===== src/design/bsm_pkg.sv =====
`default_nettype none

package bsm_pkg;

    localparam int MAX_SIDE_DEF     = 1024;
    localparam int CHANNEL_BITS_DEF = 16;
    localparam int SIDE_RESET       = 32;

    // A neighborhood holds at most nine pixels, so its pixel count fits in four bits.
    localparam int DIV_W   = 4;
    localparam int GROWTH_W = 4;

    // Which result row or column a result is for: the one before the pixel or the pixel's own.
    localparam logic SEL_PREV = 1'b0;
    localparam logic SEL_CUR  = 1'b1;

    typedef struct packed {
        logic load;
        logic fix;
    } bsm_div_ctl_t;

endpackage

`default_nettype wire


===== src/design/bsm_mean_div.sv =====
`default_nettype none

module bsm_mean_div
    import bsm_pkg::*;
#(
    parameter int CHANNEL_BITS = CHANNEL_BITS_DEF
)
(
    input  wire logic                          clk,
    input  wire bsm_div_ctl_t                  ctl,
    input  wire logic [CHANNEL_BITS+GROWTH_W-1:0] sum_in,
    input  wire logic [DIV_W-1:0]              div_in,
    output logic      [CHANNEL_BITS-1:0]       mean
);

    localparam int SUM_W = CHANNEL_BITS + GROWTH_W;
    localparam int RK = SUM_W;
    localparam int PROD_W = 2 * RK + 1;
    localparam longint unsigned ONE_SCALED = 64'd1 << RK;
    localparam logic [RK:0] RECIP_1 = (RK+1)'(ONE_SCALED);
    localparam logic [RK:0] RECIP_2 = (RK+1)'(ONE_SCALED / 2);
    localparam logic [RK:0] RECIP_3 = (RK+1)'(ONE_SCALED / 3);
    localparam logic [RK:0] RECIP_4 = (RK+1)'(ONE_SCALED / 4);
    localparam logic [RK:0] RECIP_6 = (RK+1)'(ONE_SCALED / 6);
    localparam logic [RK:0] RECIP_9 = (RK+1)'(ONE_SCALED / 9);

    logic [RK:0]           recip;
    logic [PROD_W-1:0]     prod_reg;
    logic [SUM_W-1:0]      sum_reg;
    logic [DIV_W-1:0]      div_reg;
    logic [RK-1:0]         q_est;
    logic [RK-1:0]         back;
    logic [RK-1:0]         rem;
    logic [RK-1:0]         q_fix;
    logic [CHANNEL_BITS-1:0] mean_reg;

    always_comb
    begin
        case (div_in)
            4'd2:    recip = RECIP_2;
            4'd3:    recip = RECIP_3;
            4'd4:    recip = RECIP_4;
            4'd6:    recip = RECIP_6;
            4'd9:    recip = RECIP_9;
            default: recip = RECIP_1;
        endcase
    end

    always_ff @(posedge clk)
    begin
        if (ctl.load)
        begin
            prod_reg <= PROD_W'(sum_in) * PROD_W'(recip);
            sum_reg  <= sum_in;
            div_reg  <= div_in;
        end
    end

    // The reciprocal is rounded down, so the estimate is the quotient or one below it.
    always_comb
    begin
        q_est = prod_reg[2*RK-1:RK];
        back  = q_est * {{(RK-DIV_W){1'b0}}, div_reg};
        rem   = sum_reg - back;
        q_fix = (rem >= {{(RK-DIV_W){1'b0}}, div_reg}) ? q_est + {{(RK-1){1'b0}}, 1'b1}
                                                       : q_est;
    end

    always_ff @(posedge clk)
    begin
        if (ctl.fix)
        begin
            mean_reg <= q_fix[CHANNEL_BITS-1:0];
        end
    end

    assign mean = mean_reg;

endmodule

`default_nettype wire


===== config.mk =====
export PLATFORM = sky130hd
export DESIGN_NAME = bsm_mean_div
export DESIGN_NICKNAME = d
export VERILOG_FILES = /design/src/design/bsm_pkg.sv /design/src/design/bsm_mean_div.sv
export SDC_FILE = /design/constraint.sdc
export NUM_CORES = 1
export LEC_CHECK = 0
export BUFFER_PORTS_ARGS = -buffer_cell sky130_fd_sc_hd__buf_4
export CORE_MARGIN = 4
export CORE_UTILIZATION = 35
export CTS_BUF_LIST = sky130_fd_sc_hd__clkbuf_16
export CTS_CLUSTER_SIZE = 16
export DETAILED_ROUTE_END_ITERATION = 7
export GPL_ROUTABILITY_DRIVEN = 0
export GPL_TIMING_DRIVEN = 0
export PLACE_DENSITY = 0.47
export SLEW_MARGIN = 20
export SYNTH_ARGS = -nofsm -noshare
export SYNTH_HDL_FRONTEND = slang
export SYNTH_SLANG_ARGS = --single-unit

===== constraint.sdc =====
create_clock -name clk -period 16.1 [get_ports clk]
set_input_delay 4.83 -clock clk [delete_from_list [all_inputs] [get_ports clk]]
set_output_delay 4.83 -clock clk [all_outputs]
set_load 0.03 [all_outputs]

# ---- Word level (Yosys, flattened, before mapping)
# Index checks and enable logic that the tools add are counted.
dict set report word_totals {
  reg_bits 80
  inputBits 27
  out_inout_bits 16
  elab_cells 16
}
dict set report op_classes {
  addsub 2
  mul 2
  n_lt_le_gt_ge 1
  n_eq_ne 5
  n_mux 2
}
# operator n
set ops {}
lappend ops {{$pmux W21 S5} 1}
lappend ops {{$mul A20 B21 Y40} 1}
lappend ops {{$ge A20 B4 Y1} 1}
lappend ops {{$mul A20 B4 Y20} 1}
lappend ops {{$sub A20 B20 Y20} 1}
lappend ops {{$add A16 B1 Y16 const B} 1}
lappend ops {{$mux W16} 1}
lappend ops {{$eq A4 B2 Y1 const B} 2}
lappend ops {{$eq A4 B3 Y1 const B} 2}
lappend ops {{$eq A4 B4 Y1 const B} 1}

# ---- Logic depth before layout (Yosys ltp)
# Gate-level depths: netlist of run 1.
dict set report logic_depth {
  ltp_word 4
  ltp_mapped 29
  depth_no_buf 28
}

# ---- Worst setup path before layout of run 1
# OpenSTA, ideal clock, no wires.
dict set report synth_timing {
  kind {input to register}
  from {input port div_in[3]}
  to {register prod_reg[35], data pin}
  setup_time_ps 260
  t_arrival_ps 11520
  required_ps 15840
  slack_ps 4321
  path_stages 26
  n_path_buf 1
  cell_sequence {nand2b_1 nor3b_1 o21bai_1 clkbuf_1 nand2_1 fa_1 inv_1 fa_1 inv_1 fa_1 inv_1 fa_1 fa_1 fa_1 inv_1 fa_1 inv_1 ha_1 and4_1 nand4_1 or3b_2 a21oi_1 o21ai_0 a31oi_1 a21oi_1 xnor2_1}
}
dict set report synth_between {
  elab_chain_len 3
  word_cells_on_any_way 7
  cone_classes {mul: 1; eq/ne: 5; mux: 1}
}
# element line
set synth_rtl {}
lappend synth_rtl {{start: declaration} bsm_mean_div.sv:12} ;# input wire logic [DIV_W-1:0] div_in,
lappend synth_rtl {{$eq A4 B4 Y1, or another cell as far along} bsm_mean_div.sv:39} ;# case (div_in)
lappend synth_rtl {{$pmux W21 S5 (*)} bsm_mean_div.sv:39}
lappend synth_rtl {{$mul A20 B21 Y40 (*)} bsm_mean_div.sv:53} ;# prod_reg <= PROD_W'(sum_in) * PROD_W'(recip);
lappend synth_rtl {{end signal: assignment} bsm_mean_div.sv:53}
lappend synth_rtl {{end: declaration} bsm_mean_div.sv:28} ;# logic [PROD_W-1:0] prod_reg;
# Mark *: on every way between the ends. The rest lies on a longest branch, timed or not.
# A chain may end at the register's enable or synchronous reset.

# ---- Worst setup path in the final report of run 1
dict set report layout_timing {
  from {input port div_in[3]}
  to {register prod_reg[36], data pin}
}
# Same word-level chain as after synthesis.

==> impl_results.html, run 1 <==
<table>
<tr><th>Metric</th><th>Value</th></tr>
<tr><th colspan="2">Synth</th></tr>
<tr><td>Portion of the post-synthesis area used by sequential elements</td><td>approximately an eighth</td></tr>
<tr><td>Synth Register Bits</td><td>60</td></tr>
<tr><td>Count of synthesis-stage warnings from yosys</td><td>0</td></tr>
<tr><td>Post-synth top area cell</td><td>sky130_fd_sc_hd__fa_1</td></tr>
<tr><td>Netlist area before placement</td><td>~15000 µm²</td></tr>
<tr><td>Main combinational cell family by area after synthesis</td><td>adder cells</td></tr>
<tr><td>Top post-synthesis cells by area</td><td>sky130_fd_sc_hd__fa_1 (37%), sky130_fd_sc_hd__ha_1 (17%), sky130_fd_sc_hd__edfxtp_1 (12%)</td></tr>
<tr><td>Share of flip-flops with an asynchronous set or reset after synthesis</td><td>0%</td></tr>
<tr><td>Synth Instances</td><td>1511</td></tr>
<tr><td>Simple logic cell fraction of the synthesized area</td><td>between 10% and 20%</td></tr>
<tr><td>Most common flop cell mapped by yosys</td><td>sky130_fd_sc_hd__edfxtp_1</td></tr>
<tr><td>Netlist cell types</td><td>60</td></tr>
<tr><td>Synth Area in Compound Gates</td><td>around 6.3%</td></tr>
<tr><td>Mux share of post-synthesis cell area</td><td>less than 1%</td></tr>
<tr><td>Number of flops mapped to enable cells by yosys</td><td>60</td></tr>
<tr><td>Xor/xnor share of the synthesized area</td><td>under 10%</td></tr>
<tr><td>Fraction of the mapped netlist area in adder cells</td><td>~54%</td></tr>
<tr><td>Number of nets produced by synthesis</td><td>around 2000</td></tr>
<tr><td>Mean Syn Cell Area</td><td>roughly 9.7 µm²</td></tr>
<tr><td>Top-area cell type share of the netlist area</td><td>between 30% and 40%</td></tr>
<tr><th colspan="2">Setup path</th></tr>
<tr><td>End of the worst register-to-register path</td><td>mean[1]$_DFFE_PP_</td></tr>
<tr><td>Worst-path fanout max</td><td>10</td></tr>
<tr><td>Critical path data required time</td><td>around 16 ns</td></tr>
<tr><td>Kind of capture point of the worst setup path</td><td>flip-flop</td></tr>
<tr><td>First element of the critical path</td><td>div_in[3]</td></tr>
<tr><td>Startpoint of the worst register-to-register path</td><td>div_reg[1]$_DFFE_PP_</td></tr>
<tr><td>Kind of start point of the critical path</td><td>primary input</td></tr>
<tr><td>Worst R2R Path Depth</td><td>16</td></tr>
<tr><td>Capturing instance or port of the critical path</td><td>prod_reg[36]$_DFFE_PP_</td></tr>
<tr><td>Arrival time at the worst endpoint</td><td>13.14 ns</td></tr>
<tr><td>Worst Path Class, Setup</td><td>in2reg</td></tr>
<tr><td>Reg-to-reg slack, setup</td><td>about 9.9 ns</td></tr>
<tr><th colspan="2">Floorplan</th></tr>
<tr><td>Overall die area</td><td>between 40000 and 50000 µm²</td></tr>
<tr><td>Core region area</td><td>roughly 40000 µm²</td></tr>
<tr><td>Die span in y</td><td>213 µm</td></tr>
<tr><td>Number of rows created at floorplan</td><td>between 70 and 80</td></tr>
<tr><td>I/O pin total</td><td>43</td></tr>
<tr><td>Die boundary width</td><td>213 µm</td></tr>
<tr><td>Initial core utilization</td><td>between 30 and 40%</td></tr>
<tr><th colspan="2">Drt</th></tr>
<tr><td>Detailed-routing iteration count for the pre-antenna-repair pass</td><td>4</td></tr>
<tr><td>Starting DRT DRC Count</td><td>457</td></tr>
<tr><td>Post-detailed-route via-to-cell ratio</td><td>around 4.8</td></tr>
<tr><td>Residual antenna-violating net count after detailed routing</td><td>0</td></tr>
<tr><td>Final wirelength</td><td>38.3 mm</td></tr>
<tr><td>Post-detailed-route DRC marker count</td><td>0</td></tr>
<tr><td>Via count of the routed design</td><td>about 10000</td></tr>
<tr><td>Final routed wire length divided by cell count</td><td>around 18 µm</td></tr>
<tr><th colspan="2">STA</th></tr>
<tr><td>RSZ-0062 raised after global routing</td><td>no</td></tr>
<tr><td>Share of the clock period used by the worst path</td><td>81.0%</td></tr>
<tr><td>Pins over their slew limit</td><td>0</td></tr>
<tr><td>Final period demand of the worst path</td><td>13.04 ns</td></tr>
<tr><td>Final hold violations</td><td>0</td></tr>
<tr><td>Final setup violating endpoints</td><td>0</td></tr>
<tr><td>Remaining max-slew budget at the tightest pin</td><td>roughly a third</td></tr>
<tr><td>Post-route worst setup slack</td><td>approximately 3.1 ns</td></tr>
<tr><td>Maximum clock rate</td><td>around 0.077 GHz</td></tr>
<tr><td>Setup Total Neg Slack</td><td>0 ns</td></tr>
<tr><td>Slew of the pin with the lowest slew margin</td><td>~1 ns</td></tr>
<tr><td>Clock tree skew after final layout</td><td>0.00739 ns</td></tr>
<tr><th colspan="2">Global route</th></tr>
<tr><td>First-pass GRT wire length</td><td>between 60 and 70 mm</td></tr>
<tr><td>Residual overflow from global routing</td><td>0</td></tr>
<tr><td>Largest net degree at the start of global routing</td><td>45</td></tr>
<tr><td>Vias in the first global route</td><td>between 10000 and 15000</td></tr>
<tr><td>GR Util All Layers</td><td>between 10% and 20%</td></tr>
<tr><td>Antenna violations before repair</td><td>0</td></tr>
<tr><th colspan="2">Final layout</th></tr>
<tr><td>P&amp;R area growth vs syn</td><td>8.72%</td></tr>
<tr><td>Total number of nets in the final design</td><td>between 2000 and 2500</td></tr>
<tr><td>Fraction of final layout cells with drive strength greater than 1</td><td>approximately 4.7%</td></tr>
<tr><td>Commonest non-fill, non-tap cells in the layout</td><td>sky130_fd_sc_hd__inv_1 (356), sky130_fd_sc_hd__fa_1 (273), sky130_fd_sc_hd__ha_1 (196)</td></tr>
<tr><td>Antenna Diode Count</td><td>0</td></tr>
<tr><td>Post-route standard cell area excluding fillers</td><td>between 15000 and 20000 µm²</td></tr>
<tr><td>Most frequent standard cell in the layout excluding fill and tap cells</td><td>sky130_fd_sc_hd__inv_1</td></tr>
<tr><th colspan="2">Clocking</th></tr>
<tr><td>Post-CTS resize count</td><td>0</td></tr>
<tr><td>Clk Tree Root Cell</td><td>sky130_fd_sc_hd__clkbuf_16</td></tr>
<tr><td>Total number of H-tree levels</td><td>3</td></tr>
<tr><td>Number of sinks handled by clock tree synthesis</td><td>60</td></tr>
<tr><td>Maximum root-to-sink buffer count</td><td>2</td></tr>
<tr><td>Number of hold buffers added after CTS</td><td>0</td></tr>
<tr><td>Worst-skew pair later-pin latency</td><td>roughly 0.33 ns</td></tr>
<tr><td>Post-CTS setup buffer count</td><td>0</td></tr>
<tr><td>Inserted Clock Buffers</td><td>9</td></tr>
<tr><td>Clock edge transition at the registers on the reported setup and hold paths</td><td>0.06 ns</td></tr>
<tr><td>Clock tree from TritonCTS</td><td>yes</td></tr>
<tr><th colspan="2">Min path</th></tr>
<tr><td>Hold path cells</td><td>1</td></tr>
<tr><td>Path class of the lowest-slack min-delay path</td><td>reg2reg</td></tr>
<tr><th colspan="2">Placement</th></tr>
<tr><td>Port-buffer cells</td><td>42</td></tr>
<tr><td>Post-placement setup slack</td><td>about 2.6 ns</td></tr>
<tr><td>Placed wire-length estimate after detailed placement</td><td>33.9 mm</td></tr>
<tr><td>Post-DP Area</td><td>around 16000 µm²</td></tr>
<tr><th colspan="2">Job</th></tr>
<tr><td>Max_cap viols</td><td>0</td></tr>
<tr><th colspan="2">Pwr</th></tr>
<tr><td>Worst voltage drop across the vdd grid</td><td>0.116 mV</td></tr>
<tr><td>Static leakage power</td><td>~0.0082 µW</td></tr>
<tr><td>Power per Cell Area</td><td>180 nW/µm²</td></tr>
<tr><th colspan="2">Run status</th></tr>
<tr><td>Status</td><td>finished, final reports clean</td></tr>
</table>
through the flow:
| stage | total power, µW | hold WS, ns | std cells | util, % |
|---|---|---|---|---|
| finish | 2870 | 0.723 | 2101 | 38.8 |
| global route | 3200 | 0.753 | 2101 | 38.8 |
| CTS | 2890 | 0.733 | 2101 | 38.8 |
| detailed placement | 2680 | 0.726 | 2085 | 38.0 |
| global placement | 2670 | 0.733 | 2085 | 38.0 |
| floorplan | 2100 | 0.625 | 1511 | - |
layout make-up:
class,instances,area (µm²)
Fill cell,4215,25200
Multi-Input combinational cell,1061,11400
Sequential cell,60,1800
Inverter,356,1340
Tap cell,532,666
Timing Repair Buffer,42,315
Clock buffer,9,225
Buffer,34,139
Clock inverter,7,75.1
synth_stat cells (all sizes together), types with 7 or more instances:
library cell,number
a21oi,37
a21o,27
o211ai,9
clkbuf,29
xnor2,45
xor2,32
o21ai,30
and2,74
ha,196
edfxtp,60
nor3b,7
nand2b,11
nand4,7
nor3,13
nor2b,12
inv,356
nand2,164
nor2,34
o21a,8
nand3,13
fa,273
report_power, final:
group | switching [µW] | leakage (µW) | internal, µW | total [µW]
registers | 50.5 | 0.000587 | 241 | 292
logic | 1390 | 0.00748 | 1000 | 2390
clock network | 68.8 | 0.000138 | 120 | 189
per-layer routing:
metal  vias to the layer above  GRT usage, %  wire, µm
met2                       164          30.5     19000
met4                         0          3.00       506
li1                       4838             -         -
met5                         -             0         0
met3                        20          2.39      1500
met1                      5050          24.3     17300
worst min-delay path by stage:
stage,startpoint,end,slack [ns]
5_1_grt,prod_reg[34]$_DFFE_PP_,mean[14]$_DFFE_PP_,0.75
2_1_floorplan,prod_reg[24]$_DFFE_PP_,mean[4]$_DFFE_PP_,0.63
6_report,prod_reg[35]$_DFFE_PP_,mean[15]$_DFFE_PP_,0.72
3_3_place_gp,prod_reg[35]$_DFFE_PP_,mean[15]$_DFFE_PP_,0.73
3_5_place_dp,prod_reg[35]$_DFFE_PP_,mean[15]$_DFFE_PP_,0.73
4_1_cts,prod_reg[35]$_DFFE_PP_,mean[15]$_DFFE_PP_,0.73
worst max-delay path, stage by stage:
cell,delay [ns]
sky130_fd_sc_hd__buf_4,0.12
sky130_fd_sc_hd__nand2b_1,0.18
sky130_fd_sc_hd__nor3b_1,0.40
sky130_fd_sc_hd__o21bai_1,0.24
sky130_fd_sc_hd__clkbuf_1,0.61
sky130_fd_sc_hd__nand2_1,0.17
sky130_fd_sc_hd__fa_1,0.63
sky130_fd_sc_hd__inv_1,0.07
sky130_fd_sc_hd__fa_1,0.55
sky130_fd_sc_hd__inv_1,0.08
sky130_fd_sc_hd__fa_1,0.53
sky130_fd_sc_hd__inv_1,0.06
sky130_fd_sc_hd__fa_1,0.55
sky130_fd_sc_hd__fa_1,0.45
sky130_fd_sc_hd__fa_1,0.49
sky130_fd_sc_hd__inv_1,0.05
sky130_fd_sc_hd__fa_1,0.48
sky130_fd_sc_hd__inv_1,0.04
sky130_fd_sc_hd__ha_1,0.30
sky130_fd_sc_hd__and4_1,0.23
sky130_fd_sc_hd__nand4_1,0.14
sky130_fd_sc_hd__o21ai_0,0.12
sky130_fd_sc_hd__a41oi_1,0.56
sky130_fd_sc_hd__a21oi_1,0.30
sky130_fd_sc_hd__o21ai_0,0.31
sky130_fd_sc_hd__a31oi_1,0.21
sky130_fd_sc_hd__o311ai_0,0.41
cell families after synthesis:
family,after synthesis
flip-flops,60
multiplexers,5
adder cells (fa/ha/maj),469
XOR/XNOR,77
buffers and inverters,390
AND/OR/NAND/NOR,368
AO/OA/AOI/OAI,142
Note: power is estimated with default switching activity, not from simulation.
==> run 2, diff against run 1 <==
- clock period: 16.1 -> 12.5 ns (I/O delays scaled with it)
==> run 2 against run 1 <==
  * Clock power rose by 29%
  * Count of clock-buffer cells in the layout stayed put
  * Register-to-register slack lost 3.6 ns
  * Worst hold slack is the same
  * Critical path type unchanged
  * Highest routed layer unchanged
==> impl_results.html, run 2 (synthesis results as in run 1) <==
<table>
<tr><th>Metric</th><th>Value</th></tr>
<tr><th colspan="2">Final layout</th></tr>
<tr><td>Total number of nets in the final design</td><td>~2100</td></tr>
<tr><td>Final cell count without fillers</td><td>roughly 2100</td></tr>
<tr><td>P&amp;R area growth vs syn</td><td>8.73%</td></tr>
<tr><td>Commonest non-fill, non-tap cells in the layout</td><td>sky130_fd_sc_hd__inv_1 (356), sky130_fd_sc_hd__fa_1 (273), sky130_fd_sc_hd__ha_1 (196)</td></tr>
<tr><td>Most frequent standard cell in the layout excluding fill and tap cells</td><td>sky130_fd_sc_hd__inv_1</td></tr>
<tr><td>Register area</td><td>roughly 1800 µm²</td></tr>
<tr><td>Fraction of final layout cells with drive strength greater than 1</td><td>between 4 and 5%</td></tr>
<tr><td>Filler cell count</td><td>~4200</td></tr>
<tr><td>Antenna Diode Count</td><td>0</td></tr>
<tr><td>Area occupied by multi-input gates</td><td>11400 µm²</td></tr>
<tr><th colspan="2">Setup path</th></tr>
<tr><td>Cell occurring most often along the worst timing path</td><td>sky130_fd_sc_hd__fa_1</td></tr>
<tr><td>Worst Path Class, Setup</td><td>in2reg</td></tr>
<tr><td>Arrival time at the worst endpoint</td><td>12.03 ns</td></tr>
<tr><td>Critical path data required time</td><td>~13 ns</td></tr>
<tr><td>Longest individual stage delay on the worst path</td><td>0.66 ns</td></tr>
<tr><td>Kind of capture point of the worst setup path</td><td>flip-flop</td></tr>
<tr><td>Slowest cell on the critical path</td><td>sky130_fd_sc_hd__clkbuf_1</td></tr>
<tr><td>Family with the most delay on the worst path</td><td>adder cells</td></tr>
<tr><td>Total buffers and inverters traversed by the critical path</td><td>7</td></tr>
<tr><td>Kind of start point of the critical path</td><td>primary input</td></tr>
<tr><td>Worst-path fanout max</td><td>10</td></tr>
<tr><th colspan="2">Drt</th></tr>
<tr><td>Post-detailed-route via-to-cell ratio</td><td>approximately 4.8</td></tr>
<tr><td>Final wirelength</td><td>between 30 and 40 mm</td></tr>
<tr><td>Post-detailed-route DRC marker count</td><td>0</td></tr>
<tr><td>Via count of the routed design</td><td>10100</td></tr>
<tr><td>Residual antenna-violating net count after detailed routing</td><td>0</td></tr>
<tr><td>Detailed-routing iteration count for the pre-antenna-repair pass</td><td>4</td></tr>
<tr><td>Final routed wire length divided by cell count</td><td>approximately 18 µm</td></tr>
<tr><td>Starting DRT DRC Count</td><td>between 400 and 500</td></tr>
<tr><th colspan="2">Global route</th></tr>
<tr><td>Antenna violations before repair</td><td>0</td></tr>
<tr><td>Largest net degree at the start of global routing</td><td>45</td></tr>
<tr><td>GR Util All Layers</td><td>between 10% and 20%</td></tr>
<tr><td>Residual overflow from global routing</td><td>0</td></tr>
<tr><td>Vias in the first global route</td><td>11000</td></tr>
<tr><td>First-pass GRT wire length</td><td>61.9 mm</td></tr>
<tr><th colspan="2">STA</th></tr>
<tr><td>Final setup violating endpoints</td><td>0</td></tr>
<tr><td>Maximum clock rate</td><td>~0.084 GHz</td></tr>
<tr><td>Final period demand of the worst path</td><td>between 10 and 15 ns</td></tr>
<tr><td>Post-route worst setup slack</td><td>0.574 ns</td></tr>
<tr><td>Setup Total Neg Slack</td><td>0 ns</td></tr>
<tr><td>RSZ-0062 raised after global routing</td><td>no</td></tr>
<tr><td>Share of the clock period used by the worst path</td><td>a little over nine tenths</td></tr>
<tr><td>Remaining max-slew budget at the tightest pin</td><td>32.8%</td></tr>
<tr><td>Pins over their slew limit</td><td>0</td></tr>
<tr><td>Slew of the pin with the lowest slew margin</td><td>between 1 and 1.5 ns</td></tr>
<tr><td>Clock tree skew after final layout</td><td>about 0.0074 ns</td></tr>
<tr><td>Final hold violations</td><td>0</td></tr>
<tr><th colspan="2">Placement</th></tr>
<tr><td>Placed wire-length estimate after detailed placement</td><td>33.9 mm</td></tr>
<tr><td>Port-buffer cells</td><td>42</td></tr>
<tr><td>Placed insts</td><td>~2100</td></tr>
<tr><td>Post-placement setup slack</td><td>0.0904 ns</td></tr>
<tr><th colspan="2">Floorplan</th></tr>
<tr><td>I/O pin total</td><td>43</td></tr>
<tr><td>Overall die area</td><td>~45000 µm²</td></tr>
<tr><td>Die span in y</td><td>213 µm</td></tr>
<tr><td>Initial core utilization</td><td>between 30% and 40%</td></tr>
<tr><td>Core region area</td><td>about 41000 µm²</td></tr>
<tr><td>Die boundary width</td><td>between 200 and 250 µm</td></tr>
<tr><td>Number of rows created at floorplan</td><td>between 70 and 80</td></tr>
<tr><th colspan="2">Pwr</th></tr>
<tr><td>Worst voltage drop across the vdd grid</td><td>0.150 mV</td></tr>
<tr><td>Power per Cell Area</td><td>around 230 nW/µm²</td></tr>
<tr><td>Static leakage power</td><td>just over 0.008 µW</td></tr>
<tr><th colspan="2">Run status</th></tr>
<tr><td>Status</td><td>finished, final reports clean</td></tr>
<tr><th colspan="2">Clocking</th></tr>
<tr><td>Clock edge transition at the registers on the reported setup and hold paths</td><td>approximately 0.060 ns</td></tr>
<tr><td>Number of sinks handled by clock tree synthesis</td><td>60</td></tr>
<tr><td>Clk Tree Root Cell</td><td>sky130_fd_sc_hd__clkbuf_16</td></tr>
<tr><td>Clock tree from TritonCTS</td><td>yes</td></tr>
<tr><td>Worst-skew pair later-pin latency</td><td>between 0.3 and 0.4 ns</td></tr>
<tr><td>Inserted Clock Buffers</td><td>9</td></tr>
<tr><td>Total number of H-tree levels</td><td>3</td></tr>
<tr><td>Number of hold buffers added after CTS</td><td>0</td></tr>
<tr><td>Maximum root-to-sink buffer count</td><td>2</td></tr>
<tr><th colspan="2">Job</th></tr>
<tr><td>Max_cap viols</td><td>0</td></tr>
<tr><th colspan="2">Min path</th></tr>
<tr><td>Path class of the lowest-slack min-delay path</td><td>reg2reg</td></tr>
</table>
-- run 2: final timing paths --
check / from / to / slack (ns) / depth (start not counted)
max: div_in[3] / prod_reg[36]$_DFFE_PP_ / 0.57 / 26
min: prod_reg[35]$_DFFE_PP_ / mean[15]$_DFFE_PP_ / 0.72 / 1
max reg2reg: div_reg[1]$_DFFE_PP_ / mean[1]$_DFFE_PP_ / 6.30 / 16
min reg2reg: prod_reg[35]$_DFFE_PP_ / mean[15]$_DFFE_PP_ / 0.72 / 1
-- run 2: final cells by class --
| cell class | instances | area share (%) |
|---|---|---|
| plain buffers | 34 | 0.877 |
| clock buffers | 9 | 1.41 |
| clock inverters | 7 | 0.470 |
| inverters | 356 | 8.37 |
| multi-input cells | 1061 | 71.5 |
| flip-flops and latches | 60 | 11.3 |
| well taps | 532 | 4.17 |
| repair buffers | 42 | 1.97 |
-- run 2: what timing repair did --
item | 4_1_cts | 5_1_grt
buffers inserted | 0 | 0
endpoints found under the setup margin | 0 | 3
gates resized for setup | 0 | 2
-- run 2: metal layers --
metal / GRT usage (%) / share of wire (%) / vias up
met5: 0 / 0 / -
met4: 3.00 / 1.3 / 0
met3: 2.39 / 3.9 / 20
met2: 30.5 / 50 / 164
met1: 24.3 / 45 / 5050
li1: - / - / 4838
-- run 2: worst register-to-register path, delay by kind of cell (launching register included) --
| kind | cells | cell delay (ns) |
|---|---|---|
| AOI/OAI and AO/OA | 3 | 0.86 |
| adders and majority gates | 4 | 1.92 |
| buffers and inverters | 3 | 1.17 |
| DFF | 1 | 0.35 |
| muxes | 1 | 0.34 |
| and+or+nand+nor | 5 | 1.28 |
-- run 2: report_power, final --
part	total, µW	switching (µW)	internal, µW
registers	376	65.0	311
logic	3080	1790	1290
clock network	243	88.6	155
-- run 2: through the flow --
stage / total power, µW / area, µm² / hold WS [ns] / util, %
global route: 4120 / 16000 / 0.753 / 38.8
global placement: 3440 / 15700 / 0.733 / 38.0
finish: 3700 / 16000 / 0.723 / 38.8
CTS: 3730 / 16000 / 0.733 / 38.8
detailed placement: 3450 / 15700 / 0.726 / 38.0
floorplan: 2700 / 14700 / 0.625 / -
